File: config.mk
export PLATFORM = sky130hd
export DESIGN_NAME = ost_cell
export DESIGN_NICKNAME = d
export VERILOG_FILES = /design/src/ost_pkg.sv /design/src/ost_cell.sv
export SDC_FILE = /design/constraint.sdc
export NUM_CORES = 1
export LEC_CHECK = 0
export BUFFER_PORTS_ARGS = -buffer_cell sky130_fd_sc_hd__buf_2
export CAP_MARGIN = 25
export CORE_ASPECT_RATIO = 0.7
export CORE_UTILIZATION = 25
export DETAILED_ROUTE_END_ITERATION = 16
export GPL_TIMING_DRIVEN = 0
export PLACE_DENSITY = 0.6
export SETUP_SLACK_MARGIN = 0.2
export SLEW_MARGIN = 25
export SYNTH_ARGS = -nofsm -noshare
export SYNTH_HDL_FRONTEND = slang
export SYNTH_SLANG_ARGS = --single-unit
File: constraint.sdc
create_clock -name clk -period 4.2 [get_ports clk]
set_clock_uncertainty 0.2 [all_clocks]
set_input_delay 0.21 -clock clk [delete_from_list [all_inputs] [get_ports clk]]
set_output_delay 0.21 -clock clk [all_outputs]
set_load 0.01 [all_outputs]
File: src/ost_pkg.sv
// ----------------------------------------------------------------------------
// Ordered key set: shared package
// Action and status codes, and the word types that pass between the
// controller and the chain of key cells.
// ----------------------------------------------------------------------------
`default_nettype none

package ost_pkg;

  // Width of one stored key.
  localparam int KEY_W = 32;

  // Action codes of the input word.
  localparam logic [1:0] ACT_INS = 2'd0;
  localparam logic [1:0] ACT_DEL = 2'd1;
  localparam logic [1:0] ACT_KTH = 2'd2;
  localparam logic [1:0] ACT_CNT = 2'd3;

  // Status codes of the result word.
  localparam logic [1:0] ST_OK     = 2'd0;
  localparam logic [1:0] ST_KRANGE = 2'd1;
  localparam logic [1:0] ST_DROP   = 2'd2;

  // What one cell shows its two neighbours.
  typedef struct packed {
    logic [KEY_W-1:0] key;
    logic             occ;
    logic             lt;
  } link_t;

  // Operation broadcast from the controller to every cell.
  typedef struct packed {
    logic             ins;
    logic             del;
    logic [1:0]       action;
    logic [KEY_W-1:0] value;
  } bcast_t;

endpackage

`default_nettype wire

File: src/ost_cell.sv
// ----------------------------------------------------------------------------
// Ordered key set: key cell
// Holds one slot of the sorted key row. Compares its key with the broadcast
// value, offers its part of the query answer and shifts keys to or from its
// neighbours on an insert or a delete.
// ----------------------------------------------------------------------------
`default_nettype none

module ost_cell #(
  parameter int IDX  = 0,
  parameter int CW   = 11
) (
  input  wire logic                   clk,
  input  wire logic                   rst_n,
  input  wire ost_pkg::bcast_t        bc,
  input  wire logic [CW-1:0]          kidx,
  input  wire ost_pkg::link_t         from_lo,
  input  wire ost_pkg::link_t         from_hi,
  output ost_pkg::link_t              to_nb,
  output logic [ost_pkg::KEY_W:0]     leaf
);
  import ost_pkg::*;

  logic [KEY_W-1:0] key_r, key_nxt;
  logic             occ_r, occ_nxt;
  logic             lt_r, lt_nxt;
  logic             eq_r, eq_nxt;
  logic             at_pos;
  logic             boundary;
  logic [KEY_W-1:0] data;

  // Compare the held key with the broadcast value.
  always_comb begin
    lt_nxt = occ_r && ($signed(key_r) < $signed(bc.value));
    eq_nxt = occ_r && (key_r == bc.value);
  end

  // This cell is the insertion point when its left neighbour is below the
  // value and it is not. It is the last key below the value when its right
  // neighbour is not below.
  assign at_pos   = !lt_r && from_lo.lt;
  assign boundary = lt_r && !from_hi.lt;

  // Contribution to the reduction tree.
  always_comb begin
    case (bc.action)
      ACT_KTH: data = (occ_r && (kidx == CW'(IDX))) ? key_r : '0;
      ACT_CNT: data = boundary ? KEY_W'(IDX + 1) : '0;
      default: data = '0;
    endcase
  end

  assign leaf  = {at_pos && eq_r, data};
  assign to_nb = '{key: key_r, occ: occ_r, lt: lt_r};

  // Shift right from the insertion point, or left onto the deleted key.
  always_comb begin
    key_nxt = key_r;
    occ_nxt = occ_r;
    if (bc.ins && !lt_r) begin
      key_nxt = at_pos ? bc.value : from_lo.key;
      occ_nxt = from_lo.occ;
    end else if (bc.del && !lt_r) begin
      key_nxt = from_hi.key;
      occ_nxt = from_hi.occ;
    end
  end

  // Occupancy is control state and is cleared by reset.
  always_ff @(posedge clk) begin
    if (!rst_n) begin
      occ_r <= 1'b0;
    end else begin
      occ_r <= occ_nxt;
    end
  end

  // Key and compare flags need no reset.
  always_ff @(posedge clk) begin
    key_r <= key_nxt;
    lt_r  <= lt_nxt;
    eq_r  <= eq_nxt;
  end

endmodule

`default_nettype wire

Yosys cells after proc, flatten, opt, wreduce, memory -nomap -nowiden
Index checks and enable logic that the tools add are counted.
Widths: inputs -> output; s select.
- add/sub/neg operators: 0
- $mul: 0
- div/mod/pow operators: 0
- $lt $le $gt $ge: 1
- eq/ne operators: 3
- shifts and indexed selects: 0
- muxes and demuxes: 8
- bitwise gates (word level): 0
- reductions and logical operators: 12
- operators with widths (kind ; number):
    $mux 32 ; 4
    $pmux 32 s2 ; 1
    $eq 32x32->1 ; 1
    $lt 32x32->1 ; 1
    $logic_not 11->1 ; 1
    $logic_and 1x1->1 ; 8
    $eq 2x2->1 const B ; 2
    $mux 1 ; 3
    $logic_not 1->1 ; 2
    $reduce_bool 2->1 ; 1
- register bits: 35
- latch bits: 0
- RAM bits: 0
- bits in read-only memories: 0
- bits of input ports: 117
- output and inout bits: 67
- memories kept: 0

Depth between registers and ports, before layout
- depth after elaboration: 4
- gate-level depth with buffers: 8
- mapped depth without buffers: 8

Least setup slack after synthesis
No wires, ideal clock.
- path kind: reg-to-reg
- from: register lt_r
- to: register occ_r
- library setup time: 0.064 ns
- data arrival time: 2.118 ns
- data required time: 3.936 ns
- slack: 1.818 ns
- cell stages (with the launch flop): 3
- clock period less this slack: 2.382 ns
- cell sequence: dfxtp_1 > nor2_1 > o221a_2
- cells in the longest elaborated chain, start to end: 3
- ends and longest elaborated chain (what ; RTL line ; source):
    from (decl) ; ost_cell.sv:26 ; logic lt_r, lt_nxt;
    from (signal assigned) ; ost_cell.sv:81 ; lt_r <= lt_nxt;
    $logic_not 1->1 (*) ; ost_cell.sv:60, ost_cell.sv:63 ;
    $logic_and 1x1->1, on equally long branches ; ost_cell.sv:60, ost_cell.sv:63 ;
    $mux 1 / $reduce_bool 2->1 (equally long branches) ; -- ;
    to (signal assigned) ; ost_cell.sv:74 ; occ_r <= occ_nxt;
    to (decl) ; ost_cell.sv:25 ; logic occ_r, occ_nxt;
Every way passes the cells marked *; elsewhere a longest branch is shown, timed or not.
A chain may end at the register's enable or synchronous reset.

Worst setup path after layout
- from: register key_r[14]
- to: register lt_r
- cells in the longest elaborated chain, start to end: 2
- ends and longest elaborated chain (what ; RTL line ; source):
    from (decl) ; ost_cell.sv:24 ; logic [KEY_W-1:0] key_r, key_nxt;
    from (signal assigned) ; ost_cell.sv:80 ; key_r <= key_nxt;
    $lt 32x32->1 ; ost_cell.sv:34 ; lt_nxt = occ_r && ($signed(key_r) < $signed(bc.value));
    $logic_and 1x1->1 ; ost_cell.sv:34 ;
    via lt_nxt ; ost_cell.sv:26 ;
The timed path passes the listed nets, and every way through them passes these cells.

==> summary.txt <==
Timing
  • Tightest Pin Transition: 0.5968 ns
  • Post-layout min period: 2.428 ns
  • Relative slew slack: 0.6012
  • Tcrit/Tclk final: 0.5780
  • Final worst slack: between 1.5 and 2 ns
  • Fmax: 411.9 MHz
  • Setup TNS: 0 ns
  • Slew Limit Fails: 0
  • Final hold viol count: 0
  • Final setup fails: 0
  • RSZ-0062 raised after global routing: false

Setup path
  • Worst EP required: about 4.2 ns
  • Crit-path slowest cell: nor4_1
  • Setup crit end kind: flop
  • CP Max Fanout: 3
  • Crit path kind: reg2reg
  • Worst-path cell chain: ha_1, nand4_1, nor4_1, a22o_1, o22ai_1, mux2_1
  • Crit-path leading delay family: simple AND/OR/NAND/NOR gates
  • Critical Path Stages: 6
  • CP max stage delay: approximately 0.43 ns
  • R2R depth: 6
  • Startpoint Class: flop
  • Crit path DAT: approximately 2.4 ns
  • Bufs and invs on worst path: 0

Clocking
  • Htree depth: 2
  • Setup Fix Bufs, Post-CTS: 0
  • Clock root buffer: clkbuf_16
  • Clk buf depth: 2
  • Clock Latency Late Sink: between 0.2 and 0.3 ns
  • Hold_buf cts: 3
  • CTS resizes: 0
  • CTS sink count: 35
  • Number of buffers created by CTS: 5
  • CTS tree: done
  • Reg clk slew, reported paths: roughly 0.06 ns

Finish
  • Most frequent cells in the layout: buf_2, nand2_1, inv_1, o21ai_0
  • Nets: approximately 660
  • Leading cell type in the layout, fill and taps excluded: buf_2
  • FF+latch area: 1021 sq um
  • Area of the multi-input gates: approximately 1600 sq um
  • Fin area: around 4100 sq um
  • Fin util: 0.3760
  • Fraction of layout cells with a size suffix above 1: 0.3945
  • Layout fillers: 1,169
  • N_diodes: 0
  • Synth-to-Final Area Change: 45.96%

Die
  • Core area: around 11,000 sq um
  • Boundary pin count: approximately 180
  • Vert. Die Dim: 91.12 um
  • Die Width: 129.3 um
  • Die ar.: 11,780 sq um
  • Row count: 32
  • Starting Density: 0.2576

Power
  • Power per cell area: between 300 and 400 nW/um^2
  • Power Total: between 1000 and 1500 uW
  • VDD IR max: roughly 0.13 mV
  • Leak Pwr: between 0.002 and 0.0025 uW

GRT
  • Total GRT Usage: 0.1552
  • First-pass GRT wire length: approximately 14,000 um
  • Vias in the first global route: 2,772
  • Global route total overflow: 0
  • Largest net degree at the start of global routing: 18
  • Initial antenna violation count: 0

Synthesis
  • Synthesis Warnings: 0
  • EDFF count, synth: 32
  • Synth Area per Inst: between 9 and 10 sq um
  • Cell count after synthesis: approximately 310
  • Synth cell types: 34
  • Largest area contributor in the netlist: edfxtp_1
  • Mapped Nets: ~460
  • Synth Cell Area: approximately 2800 sq um
  • #FFs+latches synth: 35
  • Synth area leaders: edfxtp_1, ha_1, mux2i_1, and2_1, o21ai_0
  • Post-synthesis sequential area ratio: 0.3599
  • FFs w/ async S/R, synth: 0
  • Leading register cell type out of synthesis: edfxtp_1
  • Share of the synthesized area in the top cell type: 0.3388

Placement
  • Setup WS pre-CTS: between 1.5 and 2 ns
  • Detail Placement HPWL: between 7000 and 8000 um
  • Buffers on Ports: 182
  • Post-DP Area: 3974 sq um
  • GP Congestion: around 0.76

Route
  • Vias: roughly 3,000
  • Routed vias/inst: ~4.5
  • Number of nets still failing antenna checks after routing: 0
  • Routed WL per cell: roughly 14 um
  • Met1 wire length: between 4000 and 5000 um
  • DRC: 0
  • Drt pass-1 iters: 4
  • WL met3: about 640 um
  • Max layer used: met4
  • Length of routed met2 wiring: 4081 um
  • Routed Wire Length: 9376 um
  • DR iter-0 viols: roughly 130

Worst hold path
  • Hold depth: 3
  • Class of the worst hold path: in2reg

Outcome
  • Outcome: complete, no violations

Job
  • MaxCap Viol Count: 0
[synthesized netlist by cell type, drive strengths merged, types with 2 or more instances]
master / number
nand4: 6
nor2: 6
nand2: 42
mux2i: 32
nor3: 2
nor4: 4
inv: 35
a211oi: 2
buf: 8
ha: 32
nand3: 3
dfxtp: 3
o22ai: 2
and2: 32
nor2b: 2
a21o: 2
o21ai: 37
edfxtp: 32
a21oi: 14
clkbuf: 8
[metal layers]
| layer | track usage | vias to the layer above |
|---|---|---|
| met1 | 0.2135 | 1349 |
| met3 | 0.03418 | 6 |
| met5 | 0 | - |
| li1 | - | 1475 |
| met4 | 0.03922 | 0 |
| met2 | 0.2437 | 118 |
[power by group]
group          internal [uW]  switching [uW]
Sequential               458            46.2
Combinational            182             222
Clock                    216             142
[worst paths after layout]
check / startpoint / end / slack (ns)
min: from_hi[9] / key_r[7]$_DFFE_PP_ / 0.007
max reg2reg: key_r[14]$_DFFE_PP_ / lt_r$_DFF_P_ / 1.77
min reg2reg: occ_r$_SDFFE_PN0P_ / eq_r$_DFF_P_ / 0.36
max: key_r[14]$_DFFE_PP_ / lt_r$_DFF_P_ / 1.77
[layout make-up]
| type | count | share of cell area |
|---|---|---|
| buffer | 16 | 0.02267 |
| clock buffer | 6 | 0.03113 |
| clock inverter | 2 | 0.001813 |
| inverter | 35 | 0.03173 |
| multi-input combinational | 227 | 0.3859 |
| sequential | 35 | 0.2466 |
| tap | 153 | 0.04624 |
| timing repair buffer | 186 | 0.2339 |
[cells by family after synthesis]
| kind of cell | share of synthesized area |
|---|---|
| buffers and inverters | 0.07940 |
| multiplexers | 0.1169 |
| AO/OA/AOI/OAI | 0.1151 |
| adder cells (fa/ha/maj) | 0.1412 |
| flip-flops | 0.3599 |
| AND/OR/NAND/NOR | 0.1875 |
[worst register-to-register path, stage by stage (launching register included)]
cell and delay, ns:
edfxtp_1 0.42, ha_1 0.35, nand4_1 0.22, nor4_1 0.44, a22o_1 0.20, o22ai_1 0.12, mux2_1 0.36
[sequential cells by signal, indices dropped and copies added, names as in the netlist]
| register | count |
|---|---|
| key_r | 32 |
| eq_r | 1 |
| lt_r | 1 |
| occ_r | 1 |
[metrics by stage]
| step | hold WS, ns | cells |
|---|---|---|
| floorplan | 0.1569 | 313 |
| global placement | 0.2705 | 648 |
| detailed placement | 0.2628 | 649 |
| CTS | 0.001800 | 660 |
| global route | 0.009861 | 660 |
| finish | 0.006744 | 660 |
Power figures use the tool's default switching activity.
